==> config.mk <==
export PLATFORM = sky130hd
export DESIGN_NAME = i2c_master_transfer_sequencer
export DESIGN_NICKNAME = d
export VERILOG_FILES = /design/src/design/i2cmts_pkg.sv /design/src/design/i2c_master_transfer_sequencer.sv /design/src/design/i2cmts_step.sv
export SDC_FILE = /design/constraint.sdc
export NUM_CORES = 1
export LEC_CHECK = 0
export ABC_CLOCK_PERIOD_IN_PS = 4800
export BUFFER_PORTS_ARGS = -buffer_cell sky130_fd_sc_hd__buf_4
export CAP_MARGIN = 20
export CORE_UTILIZATION = 40
export DETAILED_ROUTE_END_ITERATION = 7
export GPL_TIMING_DRIVEN = 0
export HOLD_SLACK_MARGIN = 0.06
export PLACE_DENSITY_LB_ADDON = 0.12
export SYNTH_ARGS = -nofsm -noshare
export SYNTH_HDL_FRONTEND = slang
export SYNTH_SLANG_ARGS = --single-unit
==> constraint.sdc <==
create_clock -name clk -period 4.8 [get_ports clk]
set_input_delay 0.24 -clock clk [delete_from_list [all_inputs] [get_ports clk]]
set_output_delay 0.24 -clock clk [all_outputs]
set_load 0.03 [all_outputs]
==> src/design/i2cmts_pkg.sv <==
package i2cmts_pkg;

  localparam int unsigned MAX_LENGTH_DEF = 255;

  localparam int unsigned IN_DATA_W  = 40;
  localparam int unsigned OUT_DATA_W = 40;

  localparam logic KIND_START  = 1'b0;
  localparam logic KIND_STATUS = 1'b1;

  localparam logic [7:0] ST_BUS_ERROR   = 8'h00;
  localparam logic [7:0] ST_START_SENT  = 8'h08;
  localparam logic [7:0] ST_ADDR_W_ACK  = 8'h18;
  localparam logic [7:0] ST_ADDR_W_NACK = 8'h20;
  localparam logic [7:0] ST_DATA_W_ACK  = 8'h28;
  localparam logic [7:0] ST_DATA_W_NACK = 8'h30;
  localparam logic [7:0] ST_ADDR_R_ACK  = 8'h40;
  localparam logic [7:0] ST_ADDR_R_NACK = 8'h48;
  localparam logic [7:0] ST_DATA_R_ACK  = 8'h50;
  localparam logic [7:0] ST_DATA_R_NACK = 8'h58;

  typedef enum logic [1:0] {
    OUTC_BUSY  = 2'd0,
    OUTC_DONE  = 2'd1,
    OUTC_ERROR = 2'd2
  } outcome_t;

  // Packed so that the last field sits in the lowest bits of tdata.
  typedef struct packed {
    logic [7:0] tx_byte;
    logic [7:0] rx_byte;
    logic [7:0] status_code;
    logic [7:0] byte_count;
    logic       read_request;
    logic [6:0] device_address;
  } in_item_t;

  typedef struct packed {
    outcome_t   outcome;
    logic [7:0] remaining;
    logic [7:0] rx_data;
    logic       rx_store;
    logic [7:0] buffer_index;
    logic [7:0] tx_data;
    logic       tx_valid;
    logic       send_stop;
    logic       clear_start;
    logic       send_start;
    logic       ack_next;
  } result_t;

  typedef struct packed {
    logic [7:0] bytes_left;
    logic [7:0] byte_position;
    logic [7:0] address_byte;
    logic       failed;
  } seq_state_t;

endpackage

==> src/design/i2c_master_transfer_sequencer.sv <==
// Sequences one I2C master read or write from the status codes of a byte engine.
// The input stream carries one beat per event. in_tuser is the kind: a start
// beat latches the slave address, direction and byte count and requests START;
// a status beat carries the engine status code, the received byte and the
// write buffer byte at the current position.
// Every input beat produces exactly one result beat with the control actions
// for the engine: address or data byte to load, received byte to store, the
// ACK choice for the next byte, START/STOP requests and the outcome.
// Each beat goes to the input register, then the status decode and the sequencer
// state update write the result register. Throughput is one beat per cycle
// while out_tready holds; the state update for a beat completes in the same
// cycle its result is registered, so beats may follow back to back.
// When the receiver stalls, the result beat holds and the input register
// still takes one more beat; in_tready then drops until the result moves.
// Reset clears both valid flags and the sequencer state (count, position,
// address byte and the failure flag).
module i2c_master_transfer_sequencer
  import i2cmts_pkg::*;
#(
  parameter int unsigned MAX_LENGTH = MAX_LENGTH_DEF
) (
  input  logic                  clk,
  input  logic                  rst_n,
  input  logic                  in_tvalid,
  output logic                  in_tready,
  // device_address[6:0], read_request[7], byte_count[15:8], status_code[23:16],
  // rx_byte[31:24], tx_byte[39:32]
  input  logic [IN_DATA_W-1:0]  in_tdata,
  // kind[0]
  input  logic                  in_tuser,
  output logic                  out_tvalid,
  input  logic                  out_tready,
  // ack_next[0], send_start[1], clear_start[2], send_stop[3], tx_valid[4],
  // tx_data[12:5], buffer_index[20:13], rx_store[21], rx_data[29:22],
  // remaining[37:30], outcome[39:38]
  output logic [OUT_DATA_W-1:0] out_tdata
);

  logic       in_valid_r;
  logic       in_kind_r;
  in_item_t   in_item_r;
  logic       out_valid_r;
  result_t    out_res_r;
  seq_state_t state_r;
  seq_state_t state_nxt;
  result_t    res_nxt;
  logic       out_free;
  logic       advance;

  assign out_free  = !out_valid_r || out_tready;
  assign advance   = in_valid_r && out_free;
  assign in_tready = !in_valid_r || out_free;

  i2cmts_step #(
    .MAX_LENGTH(MAX_LENGTH)
  ) u_step (
    .kind     (in_kind_r),
    .item     (in_item_r),
    .state    (state_r),
    .res      (res_nxt),
    .state_nxt(state_nxt)
  );

  always_ff @(posedge clk) begin
    if (!rst_n) begin
      in_valid_r  <= 1'b0;
      out_valid_r <= 1'b0;
      state_r     <= '0;
    end else begin
      if (in_tready) begin
        in_valid_r <= in_tvalid;
      end
      if (out_free) begin
        out_valid_r <= in_valid_r;
      end
      if (advance) begin
        state_r <= state_nxt;
      end
    end
  end

  always_ff @(posedge clk) begin
    if (in_tready && in_tvalid) begin
      in_kind_r <= in_tuser;
      in_item_r <= in_item_t'(in_tdata);
    end
    if (advance) begin
      out_res_r <= res_nxt;
    end
  end

  assign out_tvalid = out_valid_r;
  assign out_tdata  = OUT_DATA_W'(out_res_r);

endmodule

==> src/design/i2cmts_step.sv <==
module i2cmts_step
  import i2cmts_pkg::*;
#(
  parameter int unsigned MAX_LENGTH = MAX_LENGTH_DEF
) (
  input  logic       kind,
  input  in_item_t   item,
  input  seq_state_t state,
  output result_t    res,
  output seq_state_t state_nxt
);

  localparam logic [15:0] MaxLen = 16'(MAX_LENGTH);

  logic [15:0] cnt_ext;
  logic [7:0]  left_dec;
  logic [7:0]  pos_inc;

  assign cnt_ext  = {8'b0, item.byte_count};
  assign left_dec = state.bytes_left - 8'd1;
  assign pos_inc  = state.byte_position + 8'd1;

  always_comb begin
    res              = '0;
    res.ack_next     = 1'b1;
    res.outcome      = OUTC_BUSY;
    res.buffer_index = state.byte_position;
    state_nxt        = state;

    if (kind == KIND_START) begin
      state_nxt.address_byte  = {item.device_address, item.read_request};
      state_nxt.bytes_left    = (cnt_ext > MaxLen) ? MaxLen[7:0] : item.byte_count;
      state_nxt.byte_position = 8'd0;
      state_nxt.failed        = 1'b0;
      res.ack_next            = 1'b0;
      res.send_start          = 1'b1;
      res.buffer_index        = 8'd0;
    end else begin
      case (item.status_code)
        ST_BUS_ERROR, ST_ADDR_W_NACK, ST_DATA_W_NACK, ST_ADDR_R_NACK: begin
          res.send_stop        = 1'b1;
          res.outcome          = OUTC_ERROR;
          state_nxt.bytes_left = 8'd0;
          state_nxt.failed     = 1'b1;
        end
        ST_START_SENT: begin
          res.clear_start         = 1'b1;
          res.tx_valid            = 1'b1;
          res.tx_data             = state.address_byte;
          res.buffer_index        = 8'd0;
          state_nxt.byte_position = 8'd0;
        end
        ST_ADDR_W_ACK, ST_DATA_W_ACK: begin
          if (state.bytes_left != 8'd0) begin
            res.tx_valid            = 1'b1;
            res.tx_data             = item.tx_byte;
            state_nxt.byte_position = pos_inc;
            state_nxt.bytes_left    = left_dec;
          end else begin
            res.send_stop = 1'b1;
            res.outcome   = OUTC_DONE;
          end
        end
        ST_ADDR_R_ACK: begin
          state_nxt.byte_position = 8'd0;
          res.buffer_index        = 8'd0;
          res.ack_next            = (state.bytes_left > 8'd1);
        end
        ST_DATA_R_ACK: begin
          if (state.bytes_left != 8'd0) begin
            res.rx_store            = 1'b1;
            res.rx_data             = item.rx_byte;
            state_nxt.byte_position = pos_inc;
            state_nxt.bytes_left    = left_dec;
            res.ack_next            = (left_dec > 8'd1);
          end else begin
            res.ack_next = 1'b0;
          end
        end
        ST_DATA_R_NACK: begin
          if (state.bytes_left != 8'd0) begin
            res.rx_store            = 1'b1;
            res.rx_data             = item.rx_byte;
            state_nxt.byte_position = pos_inc;
          end
          state_nxt.bytes_left = 8'd0;
          res.send_stop        = 1'b1;
          res.outcome          = OUTC_DONE;
        end
        default: begin
          res.outcome = state.failed ? OUTC_ERROR : OUTC_BUSY;
        end
      endcase
    end

    res.remaining = state_nxt.bytes_left;
  end

endmodule

After elaboration in Yosys (flattened, before gate mapping)
Cells that the tools add are included.
Operators by class
  $add $sub $neg: 2
  order comparisons: 3
  eq/ne operators: 13
  multiplexer cells: 20
  bitwise logic cells: 1
  reductions and logical operators: 21
Operator list (count)
  equality test 8 x 7 -> 1 bit, second input constant: 4
  two-way mux 16 bit: 2
  equality test 8 x 6 -> 1 bit, second input constant: 3
  one-hot mux 8 bit (3 select lines): 1
  one-hot mux 9 bit (2 select lines): 1
  > comparator 8 x 1 -> 1 bit, second input constant: 2
  two-way mux 8 bit: 2
  one-hot mux 8 bit (2 select lines): 1
  two-way mux 9 bit: 1
  OR reduction 3 bit: 3
  adder 8 x 1 -> 8 bit, second input constant: 1
  equality test 8 x 4 -> 1 bit, second input constant: 1
  equality test 8 x 5 -> 1 bit, second input constant: 1
  > comparator 8 bit, second input constant: 1
  logical NOT 8 bit: 1
  two-way mux 1 bit: 8
  one-hot mux 2 bit (4 select lines): 1
  nonzero test 8 bit: 1
  subtractor 8 x 1 -> 8 bit, second input constant: 1
  inequality test 3 x 2 -> 1 bit, second input constant: 2
  AND reduction 2 bit: 3
  OR reduction 2 bit: 3
  OR reduction 5 bit: 1
  inequality test 4 x 3 -> 1 bit, second input constant: 1
  10 further kinds: 14
Word-level totals
  flip-flop bits (word level): 108
  bits of input ports: 45
  output and inout port bits: 42
  logic and storage cells: 84

Depth between registers and ports, before layout
Gate-level depths: netlist (run 1).
  depth in word-level cells: 4
  depth in mapped cells: 8
  mapped depth without buffers: 7

Hierarchy
A second synthesis (run 1) with hierarchy kept.
Unflattened totals
  cell total of the unflattened synthesis: 403
  area total of the unflattened synthesis: 4938.5 um^2
Modules (own cells, without submodules)
  i2c_master_transfer_sequencer: times used 1, cells each 199, area each 3520.9 um^2, sequential area each 2972.9 um^2
  i2cmts_step: times used 1, cells each 204, area each 1417.6 um^2, sequential area each 0.0 um^2

Worst setup path after synthesis (run 1)
Ideal clock, no wire load.
  kind: reg2reg
  start point: register out_valid_r (netlist: out_tvalid)
  end point: register state_r[24] (netlist name)
  library setup time: 0.085 ns
  arrival time: 2.511 ns
  data required time: 4.715 ns
  slack: 2.203 ns
  stages on the path, launching flop included: 7
  buffers on the path: 1
  period minus slack after synthesis: 2.597 ns
  path through: dfxtp_1 -> nand2b_1 -> nand2_1 -> inv_1 -> clkbuf_1 -> o21ai_0 -> a31oi_1
On the way
  word-level cells in the longest chain between the ends: 3
Ends and longest elaborated chain
  start, declared: line i2c_master_transfer_sequencer.sv:42  | logic out_valid_r;
  start signal, assigned: line i2c_master_transfer_sequencer.sv:74  | out_valid_r <= in_valid_r;
  logical NOT 1 bit: line i2c_master_transfer_sequencer.sv:50  | assign out_free = !out_valid_r || out_tready;
  logical OR 1 bit: line i2c_master_transfer_sequencer.sv:50
  logical AND 1 bit: line i2c_master_transfer_sequencer.sv:51  | assign advance = in_valid_r && out_free;
  via advance: line i2c_master_transfer_sequencer.sv:48  | logic advance;
  end signal, assigned: line i2c_master_transfer_sequencer.sv:77  | state_r <= state_nxt;
  end, declared: line i2c_master_transfer_sequencer.sv:44  | seq_state_t state_r;
The timed path passes the listed nets, and every way through them passes these cells.
A chain may end at the register's enable or synchronous reset.

Worst setup path in the final report (run 1)
  start point: register state_r[17] (netlist name)
  end point: register out_res_r (netlist bit out_tdata[12]), data pin
On the way
  word-level cells in the longest chain between the ends: 3
Ends and longest elaborated chain
  nonzero test 8 bit: line i2cmts_step.sv:54  | if (state.bytes_left != 8'd0) begin
  two-way mux 9 bit: line i2cmts_step.sv:54
  one-hot mux 9 bit (2 select lines): line i2cmts_step.sv:39  | case (item.status_code)
  end signal, assigned: line i2c_master_transfer_sequencer.sv:88  | out_res_r <= res_nxt;
  end, declared: line i2c_master_transfer_sequencer.sv:43  | result_t out_res_r;
No other way between the ends.

==> metrics.md, run 1 <==
| Metric | Value |
|---|---|
| Status | `completed` |
| Fin Hold WS | `0.0693 ns` |
| I/O pin total | `87` |
| Die height | `111 microns` |
| Distinct cells, synth | `61` |
| DR iter-0 viols | `175` |
| Flop pwr share | `49.7%` |
| Remaining Overflow, GRT | `0` |
| Tcrit/Tclk final | `60.5%` |
| Max cap viols | `0` |
| Synth Instances | `403` |
| Vias post-DR | `3,629` |
| Number of flops mapped to enable cells by yosys | `81` |
| Worst ir drop on vdd | `around 0.00018 V` |
| Starting Density | `around two fifths` |
| Unrepaired setup endpoints after global routing | `no` |
| Routability cong. | `0.843` |
| CTS Buffer Depth | `2` |
| Kind of critical path | `register to register` |
| Largest net degree at the start of global routing | `38` |
| Setup violators final | `0` |
| Setup tns final | `0 ns` |
| Layout cell share with drive strength beyond 1 | `23.3%` |
| Root Buffer | `clkbuf_16` |
| Post-Syn Nets | `453` |
| Dpl hpwl | `7.22 mm` |
| Lkg Pwr | `2.24 nW` |
| Clock power share | `37.2%` |
| Mapped Area | `4730 sq um` |
| Final min period | `just under 3 ns` |
| Number of global-route vias before repair | `3,422` |
| Fill cells | `994` |
| Drt drc | `0` |
| Comb pwr share | `13.1%` |
| First-pass GRT wire length | `17.3 mm` |
| Clock Latency Late Sink | `between 0.3 and 0.4 ns` |
| CP arrival | `between 3 and 4 ns` |
| Register area share after synthesis | `around 63%` |
| P_sw | `between 0.0005 and 0.0006 W` |
| Synthesized area per cell | `11.7 sq um` |
| Initial antenna violation count | `0` |
| CORE AREA | `11,500 sq um` |
| Max Slew Vio Count | `0` |
| Slew of the pin with the lowest slew margin | `~0.95 ns` |
| Worst-case clock skew | `0.0115 ns` |
| Setup Fix Bufs, Post-CTS | `0` |
| Sw frac | `24.5%` |
| Routed Antenna Nets | `0` |
| Crit path capture type | `register` |
| Drt wl/cell | `15.8 microns` |
| CTS clk-pin slew, worst paths | `roughly 0.07 ns` |
| Slew HR | `36.1%` |
| Max Freq | `0.344 GHz` |
| H-tree Lvls | `3` |
| Sink Count | `between 100 and 150` |
| P&R area growth vs syn | `32.4%` |
| Synth Flop Type | `edfxtp_1` |
| Post-Route WL | `10.8 mm` |
| Warning count from the yosys run | `0` |
| Cell Rows | `39` |
| Synthesis-stage register bit count | `about 110` |
| CP startpoint kind | `register` |
| IO Port Bufs | `86` |
| Vias per Instance | `5.31` |
| Diode count | `0` |
| Gr usage total | `18.2%` |
| Hold WC Path Type | `input port to register` |
| Async set-or-reset flop fraction in the synthesized netlist | `0%` |
| Die area | `12,300 sq um` |
| Final net count | `586` |
| Worst Path Max Fanout | `9` |
| TritonCTS Buffers | `9` |
| Req. time, crit path | `~5 ns` |
| Power per Cell Area | `roughly 350 nW/um^2` |
| TritonCTS clock tree | `yes` |
| Die width | `111 microns` |
| Final hold violations | `0` |
| Drt pass-1 iters | `5` |
| Int Power | `0.00164 W` |
-- kinds of logic (layout without fill, tap and decap cells) --
family	Yosys count	after routing	share of synthesized area, %
AND/OR/NAND/NOR	157	157	17.7
flip-flops	108	108	62.8
AO/OA/AOI/OAI	97	97	14.1
buffers and inverters	31	169	2.91
adder cells (fa/ha/maj)	5	5	1.32
XOR/XNOR	3	3	0.555
multiplexers	2	2	0.713
-- path summary, 6_finish.rpt --
check	startpoint	end	slack, ns	cells after the start
worst max-delay path	state_r[17]	out_tdata[12]	1.90	8
worst min-delay path	in_tdata[9]	in_item_r[9]	0.07	1
worst max register to register	state_r[17]	out_tdata[12]	1.90	8
worst min register to register	state_r[5]	state_r[5]	0.46	2
-- critical path: stages, from the launching register on --
cell	delay, ns
dfxtp_1	0.51
inv_1	0.18
ha_1	0.33
nor4b_2	0.24
and2_1	0.17
clkbuf_2	0.20
nor4_2	0.85
a22oi_1	0.15
nor2_1	0.13
-- cells in the final DEF, fill, tap and decap left out, types with 3 or more instances in the layout --
cell	synthesis	final
buf_4	0	86
edfxtp_1	81	81
nor2_1	40	40
nand2_1	37	37
dlygate4sd3_1	0	34
dfxtp_1	27	27
a21oi_1	21	21
and2_1	21	20
clkbuf_1	15	15
o21ai_0	13	13
a31oi_1	9	9
a22oi_1	9	9
clkbuf_16	0	9
inv_1	8	8
a211oi_1	8	8
nor3_1	8	8
nand3_1	8	8
or3_1	7	7
o22ai_1	6	6
nor2b_1	5	5
ha_1	5	5
buf_2	4	4
nor4_1	4	4
o32ai_1	4	4
and3_1	3	3
o21ai_1	3	3
xnor2_1	3	3
nand2b_1	3	3
nand3b_1	3	3
o31ai_1	3	3
nand4b_1	3	3
-- per-stage QoR --
stage	std cells	util [%]	power [W]	cell area [sq um]	setup slack [ns]
6_report	684	54.7	0.00217	6270	1.90
3_3_place_gp	632	48.5	0.00135	5560	1.33
4_1_cts	681	54.4	0.00218	6240	1.93
5_1_grt	684	54.7	0.00225	6270	1.65
2_1_floorplan	403	-	0.00126	4730	2.20
3_5_place_dp	634	48.8	0.00136	5600	1.95
-- final cells by class --
| type | instances | area, sq um | area share, % |
|---|---|---|---|
| Multi-Input combinational cell | 264 | 1630 | 25.9 |
| Timing Repair Buffer | 122 | 1030 | 16.4 |
| Sequential cell | 108 | 2970 | 47.4 |
| Clock buffer | 10 | 229 | 3.65 |
| Tap cell | 143 | 179 | 2.85 |
| Clock inverter | 6 | 96.3 | 1.54 |
| Inverter | 8 | 30.0 | 0.479 |
| Buffer | 23 | 109 | 1.74 |
-- what timing repair did --
action                                 4_1_cts  5_1_grt
hold buffers                                31        3
resized for setup                            0        0
endpoints found under the hold margin       31        3
-- power groups by stage --
stage / Clock [W] / Combinational, W / Sequential (W)
floorplan: 0 / 0.000132 / 0.00113
global placement: 0 / 0.000252 / 0.00110
detailed placement: 0 / 0.000261 / 0.00110
CTS: 0.000823 / 0.000282 / 0.00108
global route: 0.000862 / 0.000308 / 0.00108
finish: 0.000806 / 0.000285 / 0.00108
-- metal layers --
metal | track usage, % | share of wire [%]
met3 | 3.94 | 5.1
met5 | 0 | 0
met2 | 29.3 | 48
met1 | 23.9 | 45
met4 | 7.02 | 1.8
-- Yosys cell counts (7+ instances only) --
cell	count	share of area, %
a211oi_1	8	1.3
a21oi_1	21	2.2
a22oi_1	9	1.4
a31oi_1	9	1.2
and2_1	21	2.8
clkbuf_1	15	1.2
dfxtp_1	27	11
edfxtp_1	81	51
inv_1	8	0.63
nand2_1	37	2.9
nand3_1	8	0.85
nor2_1	40	3.2
nor3_1	8	0.85
o21ai_0	13	1.4
or3_1	7	0.92
-- registers in the layout, indices dropped and copies added (netlist names) --
signal      cells
out_tdata      40
in_valid_r      1
in_kind_r       1
state_r        25
out_tvalid      1
in_item_r      40
Note: power is estimated with default switching activity, not from simulation.
==> inputs of run 2 (changes only) <==
--- a/config.mk
+++ b/config.mk
@@ -5,7 +5,8 @@
 export SDC_FILE = /design/constraint.sdc
 export NUM_CORES = 1
 export LEC_CHECK = 0
-export ABC_CLOCK_PERIOD_IN_PS = 4800
+export ABC_AREA = 1
+export ABC_CLOCK_PERIOD_IN_PS = 2700
 export BUFFER_PORTS_ARGS = -buffer_cell sky130_fd_sc_hd__buf_4
 export CAP_MARGIN = 20
 export CORE_UTILIZATION = 40
==> constraint.sdc (replaced) <==
create_clock -name clk -period 2.7 [get_ports clk]
set_input_delay 0.135 -clock clk [delete_from_list [all_inputs] [get_ports clk]]
set_output_delay 0.135 -clock clk [all_outputs]
set_load 0.03 [all_outputs]
==> metrics.md, run 2 <==
| Metric | Value |
|---|---|
| Status | `finished with violations` |
| Failing checks | `DRC` |
| Synth Flop Type | `edfxtp_1` |
| Clock Latency Late Sink | `0.34 ns (about the same)` |
| Warning count from the yosys run | `0 (unchanged)` |
| Die width | `112 microns (+0.72%)` |
| CTS clk-pin slew, worst paths | `0.07 ns (about the same)` |
| Compound-Gate Fraction of Synth Area | `6.93% (-7.1 points)` |
| Dpl hpwl | `6.99 mm (-3.2%)` |
| Setup Fix Bufs, Post-CTS | `0 (unchanged)` |
| Flop pwr share | `52.1% (+2.4 points)` |
| Slew of the pin with the lowest slew margin | `0.878 ns (-0.0731 ns)` |
| Root Buffer | `clkbuf_16` |
| Largest net degree at the start of global routing | `42 (+11%)` |
| Sink Count | `108 (unchanged)` |
| Max stage delay on crit path | `0.39 ns (-0.46 ns)` |
| First-pass GRT wire length | `16.9 mm (-2.0%)` |
| Distinct cells, synth | `32 (-48%)` |
| TritonCTS clock tree | `yes` |
| Slew HR | `41.4% (+5.3 points)` |
| P&R area growth vs syn | `32.1%` |
| Post-synthesis xor/xnor area fraction | `0.365% (-0.19 points)` |
| Post-synth top area share | `50.6% (-0.75 points)` |
| Post-Syn Nets | `538 (+19%)` |
| Worst-case clock skew | `0.00690 ns (-0.00465 ns)` |
| Max cap viols | `0 (unchanged)` |
| Reg2Reg Depth | `9 (+1)` |
| Synthesized area per cell | `9.85 sq um (-16%)` |
| Area contributors post-synth | `edfxtp_1 51%, dfxtp_1 11%, nand2_1 7.3%` |
| CP arrival | `2.22 ns (-0.89 ns)` |
| Async set-or-reset flop fraction in the synthesized netlist | `0% (unchanged)` |
| Die height | `112 microns (+0.72%)` |
| CTS Buffer Depth | `2 (unchanged)` |
| Final min period | `2.12 ns (-0.785 ns)` |
| Post-Synth Adder-Cell Area | `1.30% (-0.019 points)` |
| Final hold violations | `0 (unchanged)` |
| Initial antenna violation count | `0 (unchanged)` |
| Req. time, crit path | `2.80 ns (-2.21 ns)` |
| Comb pwr share | `12.3% (-0.8 points)` |
| Register area share after synthesis | `61.9% (-0.92 points)` |
| Cells resized by post-CTS repair | `0 (unchanged)` |
| Lkg Pwr | `2.66 nW (+19%)` |
| Remaining Overflow, GRT | `0 (unchanged)` |
| Routability cong. | `0.845 (+0.20%)` |
| Commonest non-fill, non-tap cells in the layout | `93 x nand2_1, 86 x buf_4, 81 x edfxtp_1` |
| Synth Instances | `488 (+21%)` |
| Hold WC Path Type | `input port to register` |
| Most frequent cells after synthesis | `93 x nand2_1, 81 x edfxtp_1, 68 x inv_1` |
| Tcrit/Tclk final | `78.5% (+18 points)` |
| Worst ir drop on vdd | `0.000412 V (+130%)` |
| Synthesis-stage register bit count | `108 (unchanged)` |
| Drt wl/cell | `13.3 microns (-16%)` |
| H-tree Lvls | `3 (unchanged)` |
| I/O pin total | `87 (unchanged)` |
| Leading cell type in the layout, fill and taps excluded | `nand2_1` |
| Setup tns final | `0 ns (unchanged)` |
| Top-count cell post-synth | `nand2_1` |
| Starting Density | `41.5% (+0.26 points)` |
| Layout cell share with drive strength beyond 1 | `23.1% (-0.15 points)` |
| Max Freq | `0.472 GHz (+37%)` |
| Number of flops mapped to enable cells by yosys | `81 (unchanged)` |
| IO Port Bufs | `85 (-1.2%)` |
| Gr usage total | `17.4% (-0.75 points)` |
| Fin cells | `774 (+13%)` |
| Clock power share | `35.6% (-1.6 points)` |
| Drt drc | `8 (+8)` |
| Final net count | `676 (+15%)` |
| Mux cell area share after synthesis | `0% (-0.71 points)` |
| DR iter-0 viols | `257 (+47%)` |
| Die area | `12,500 sq um (+1.4%)` |
| Kind of critical path | `register to register` |
| Int Power | `0.00278 W (+70%)` |
| CORE AREA | `11,600 sq um (+0.85%)` |
| Post-Route WL | `10.3 mm (-4.6%)` |
| Power per Cell Area | `578 nW/um^2 (+67%)` |
| Post-synthesis simple-gate area fraction | `22.9% (+5.2 points)` |
| TritonCTS Buffers | `9 (unchanged)` |
| Cell Rows | `39 (unchanged)` |
| Sw frac | `24.2% (-0.28 points)` |
| PnR worst setup slack | `0.580 ns (-1.32 ns)` |
| CP startpoint kind | `register` |
| Diode count | `0 (unchanged)` |
| Hold depth | `4 (+3)` |
| Pre-CTS setup slack | `0.666 ns (-1.28 ns)` |
| Vias per Instance | `4.68 (-12%)` |
| Setup violators final | `0 (unchanged)` |
| Slowest-stage cell, CP | `nor3_2` |
| Largest family of logic cells by synthesized area | `simple AND/OR/NAND/NOR gates` |
| Vias post-DR | `3,625 (-0.11%)` |
| Worst Path Max Fanout | `7 (-2)` |
| Yosys top cell by area | `edfxtp_1` |
| P_sw | `0.000889 W (+67%)` |
| Mapped Area | `4800 sq um (+1.5%)` |
| Number of global-route vias before repair | `3,391 (-0.91%)` |
| Sequence of cells on the critical path | `inv_1 -> ha_1 -> nand3_1 -> nor3_2 -> nor3_2 -> nand2_1 -> o21ai_0 -> nand2_1 -> inv_1` |
| Unrepaired setup endpoints after global routing | `no` |
| Placed cells | `717 (+13%)` |
| Max Slew Vio Count | `0 (unchanged)` |
| Routed Antenna Nets | `0 (unchanged)` |
| Crit path capture type | `register` |
| Drt pass-1 iters | `7 (+2)` |
run 2: cell count changes after synthesis, moves of 10 or more:
cell / previous run / this run
nor2_1: 40 / 57
clkbuf_1: 15 / 4
o21ai_0: 13 / 28
nand2_1: 37 / 93
and2_1: 21 / 0
nand3_1: 8 / 40
nor2_4: 0 / 10
inv_1: 8 / 68
run 2: area by class of cell:
type	count	area [sq um]
inverter	73	274
clock buffer	11	233
fill	1018	5220
timing repair buffer	127	1070
clock inverter	5	60.1
tap	143	179
multi-input combinational	297	1510
buffer	10	46.3
sequential	108	2970
run 2: kinds of logic (layout without fill, tap and decap cells):
group | count (synthesis) | in the layout
simple gates | 229 | 229
flops | 108 | 108
buf+inv | 83 | 226
compound gates | 61 | 61
fa+ha+maj | 5 | 5
xor+xnor | 2 | 2
run 2: critical path: cells and delay by family, from the launching register on:
kind	cells	cell delay, ns
and+or+nand+nor	5	0.90
DFF	1	0.36
adders and majority gates	1	0.31
buffers and inverters	2	0.22
AOI/OAI and AO/OA	1	0.08
run 2: path summary, 6_finish.rpt:
check                                 start      endpoint  slack [ns]
worst min-delay path             out_tready    out_tvalid        0.09
worst max register to register  state_r[17]  out_tdata[5]        0.58
worst min register to register   state_r[6]    state_r[6]        0.45
worst max-delay path            state_r[17]  out_tdata[5]        0.58
run 2: power groups by stage:
stage                     combinational [W]  sequential (W)  clock (W)
final                              0.000449         0.00191    0.00131
after global routing               0.000493         0.00192    0.00141
after CTS                          0.000452         0.00191    0.00134
after detailed placement           0.000403         0.00195          0
after global placement             0.000394         0.00195          0
after floorplan                    0.000198         0.00200          0
run 2: what timing repair did:
| item | CTS | global route |
|---|---|---|
| hold buffers | 41 | 0 |
| setup endpoints to repair | 0 | 0 |
| endpoints found under the hold margin | 41 | 0 |
run 2: metal layers:
layer	GRT usage [%]	wire length (microns)	up-vias
li1	-	-	1875
met1	22.7	4650	1648
met2	29.0	5130	91
met3	3.59	379	11
met4	5.68	136	0
met5	0	0	-
run 2: through the flow:
step	instance area, sq um	util [%]	power (W)	hold slack (ns)
2_1_floorplan	4800	-	0.00219	0.234
3_3_place_gp	5620	48.6	0.00234	0.313
3_5_place_dp	5640	48.8	0.00235	0.314
4_1_cts	6350	54.9	0.00370	0.0753
5_1_grt	6350	54.9	0.00382	0.0882
6_report	6350	54.9	0.00367	0.0861
==> inputs of run 3 (changes only) <==
--- a/config.mk
+++ b/config.mk
@@ -5,8 +5,8 @@
 export SDC_FILE = /design/constraint.sdc
 export NUM_CORES = 1
 export LEC_CHECK = 0
-export ABC_AREA = 1
-export ABC_CLOCK_PERIOD_IN_PS = 2700
+export ABC_AREA = 0
+export ABC_CLOCK_PERIOD_IN_PS = 2000
 export BUFFER_PORTS_ARGS = -buffer_cell sky130_fd_sc_hd__buf_4
 export CAP_MARGIN = 20
 export CORE_UTILIZATION = 40
==> constraint.sdc (replaced) <==
create_clock -name clk -period 2 [get_ports clk]
set_input_delay 0.1 -clock clk [delete_from_list [all_inputs] [get_ports clk]]
set_output_delay 0.1 -clock clk [all_outputs]
set_load 0.03 [all_outputs]
==> metrics.md, run 3 (synthesis gave the netlist of run 1 again) <==
| Metric | Value |
|---|---|
| Diode count | `0 (unchanged)` |
| Req. time, crit path | `2.27 ns (-0.53 ns)` |
| Root Buffer | `clkbuf_16` |
| Post-route cell area | `6790 sq um (+7.0%)` |
| PnR worst setup slack | `-0.151 ns (-0.732 ns)` |
| Commonest non-fill, non-tap cells in the layout | `105 x buf_4, 81 x edfxtp_1, 44 x dlygate4sd3_1` |
| Failing checks | `setup timing` |
| Slew HR | `34.0% (-7.4 points)` |
| Dpl hpwl | `7.06 mm (+1.0%)` |
| P&R area growth vs syn | `43.4%` |
| Hold WC Path Type | `input port to register` |
| I/O pin total | `87 (unchanged)` |
| Fill cells | `918 (-9.8%)` |
| CTS Buffer Depth | `2 (unchanged)` |
| TritonCTS clock tree | `yes` |
| Gr usage total | `18.9% (+1.5 points)` |
| Starting Density | `41.3% (-0.26 points)` |
| Die height | `111 microns (-0.72%)` |
| Worst-case clock skew | `0.00998 ns (+0.00308 ns)` |
| Highest routed layer | `met4` |
| Routed length on met1 | `5.03 mm (+8.4%)` |
| Drt wl/cell | `16.0 microns (+20%)` |
| CTS clk-pin slew, worst paths | `0.07 ns (about the same)` |
| CP startpoint kind | `register` |
| Slew of the pin with the lowest slew margin | `0.990 ns (+0.112 ns)` |
| Multi-input gate area | `1850 sq um (+22%)` |
| Tcrit/Tclk final | `108% (+29 points)` |
| Clock Latency Late Sink | `0.36 ns (+0.02 ns)` |
| Routed Antenna Nets | `0 (unchanged)` |
| Design Power | `0.00540 W (+47%)` |
| Number of global-route vias before repair | `3,581 (+5.6%)` |
| Status | `finished with violations` |
| CORE AREA | `11,500 sq um (-0.84%)` |
| Drt drc | `0 (-8)` |
| DR iter-0 viols | `243 (-5.4%)` |
| Post-Route WL | `11.4 mm (+10%)` |
| Final net count | `612 (-9.5%)` |
| Power per Cell Area | `796 nW/um^2 (+38%)` |
| Metal3 WL | `627 microns (+65%)` |
| Die area | `12,300 sq um (-1.4%)` |
| Pre-CTS setup slack | `-0.351 ns (-1.02 ns)` |
| Unrepaired setup endpoints after global routing | `yes` |
| Die width | `111 microns (-0.72%)` |
| DP Area | `5630 sq um (-0.20%)` |
| IO Port Bufs | `86 (+1.2%)` |
| H-tree Lvls | `3 (unchanged)` |
| Final hold violations | `0 (unchanged)` |
| Largest net degree at the start of global routing | `42 (unchanged)` |
| FF/Latch Area | `2980 sq um (+0.25%)` |
| TritonCTS Buffers | `9 (unchanged)` |
| Final min period | `2.15 ns (+0.0316 ns)` |
| Max Freq | `0.465 GHz (-1.5%)` |
| Initial antenna violation count | `0 (unchanged)` |
| Layout cell share with drive strength beyond 1 | `32.3% (+9.1 points)` |
| CP arrival | `2.43 ns (+0.21 ns)` |
| Setup violators final | `27 (+27)` |
| Worst ir drop on vdd | `0.000532 V (+29%)` |
| Setup tns final | `-1.57 ns (-1.57 ns)` |
| Cell Rows | `39 (unchanged)` |
| Max Slew Vio Count | `0 (unchanged)` |
| Vias per Instance | `5.35 (+14%)` |
| Met2 wire length | `5.53 mm (+7.8%)` |
| Max cap viols | `0 (unchanged)` |
| Remaining Overflow, GRT | `0 (unchanged)` |
| Drt pass-1 iters | `4 (-3)` |
| R2R setup slack | `-0.15 ns (-0.73 ns)` |
| Routability cong. | `0.854 (+1.1%)` |
| First-pass GRT wire length | `18.0 mm (+6.5%)` |
| Sink Count | `108 (unchanged)` |
| Vias post-DR | `3,797 (+4.7%)` |
| Kind of critical path | `register to register` |
| Leading cell type in the layout, fill and taps excluded | `buf_4` |
| Lkg Pwr | `2.47 nW (-7.3%)` |
| Crit path capture type | `register` |
| Worst Path Max Fanout | `9 (+2)` |
==> run 3: critical path, stage by stage, from the launching register on <==
cell and delay (ns):
edfxtp_1 0.39, or4_4 0.59, buf_4 0.17, or2_4 0.23, o31ai_4 0.23, buf_12 0.18, nand3_4 0.12, o22ai_1 0.16
==> run 3: per-stage QoR <==
step / instances / hold slack [ns] / utilization, %
4_1_cts: 708 / 0.444 / 58.3
6_report: 710 / 0.455 / 59.2
3_3_place_gp: 632 / 0.278 / 48.9
3_5_place_dp: 633 / 0.279 / 49.1
2_1_floorplan: 403 / 0.199 / -
5_1_grt: 710 / 0.455 / 59.2
==> run 3: metal layers <==
layer | track usage, % | vias up
met5 | 0 | -
met4 | 7.20 | 0
met3 | 3.66 | 16
met2 | 30.9 | 120
met1 | 24.7 | 1825
li1 | - | 1836
==> run 3: area by class of cell <==
type	instances	area share [%]
tap	143	2.64
clock inverter	7	1.68
inverter	8	0.516
clock buffer	9	3.32
sequential	108	43.9
multi-input combinational	264	27.2
buffer	20	1.97
timing repair buffer	151	18.7
==> run 3: timing repair <==
item,in CTS,in global routing
resized for setup,42,23
hold endpoints to repair,44,0
pin swaps,28,11
buffers inserted,18,2
endpoints found under the setup margin,52,85
hold buffers,44,0
==> run 3: power breakdown <==
part           internal (W)  switching [W]  total [W]
clock network       0.00113       0.000877    0.00201
registers           0.00253      0.0000659    0.00259
logic              0.000359       0.000447   0.000806
==> run 3: path summary, 6_finish.rpt <==
| check | from | endpoint | cells past startpoint |
|---|---|---|---|
| worst max register to register | in_item_r[17] | state_r[14] | 7 |
| worst min-delay path | in_tdata[23] | in_item_r[23] | 2 |
| worst min register to register | state_r[5] | state_r[5] | 2 |
| worst max-delay path | in_item_r[17] | state_r[14] | 7 |
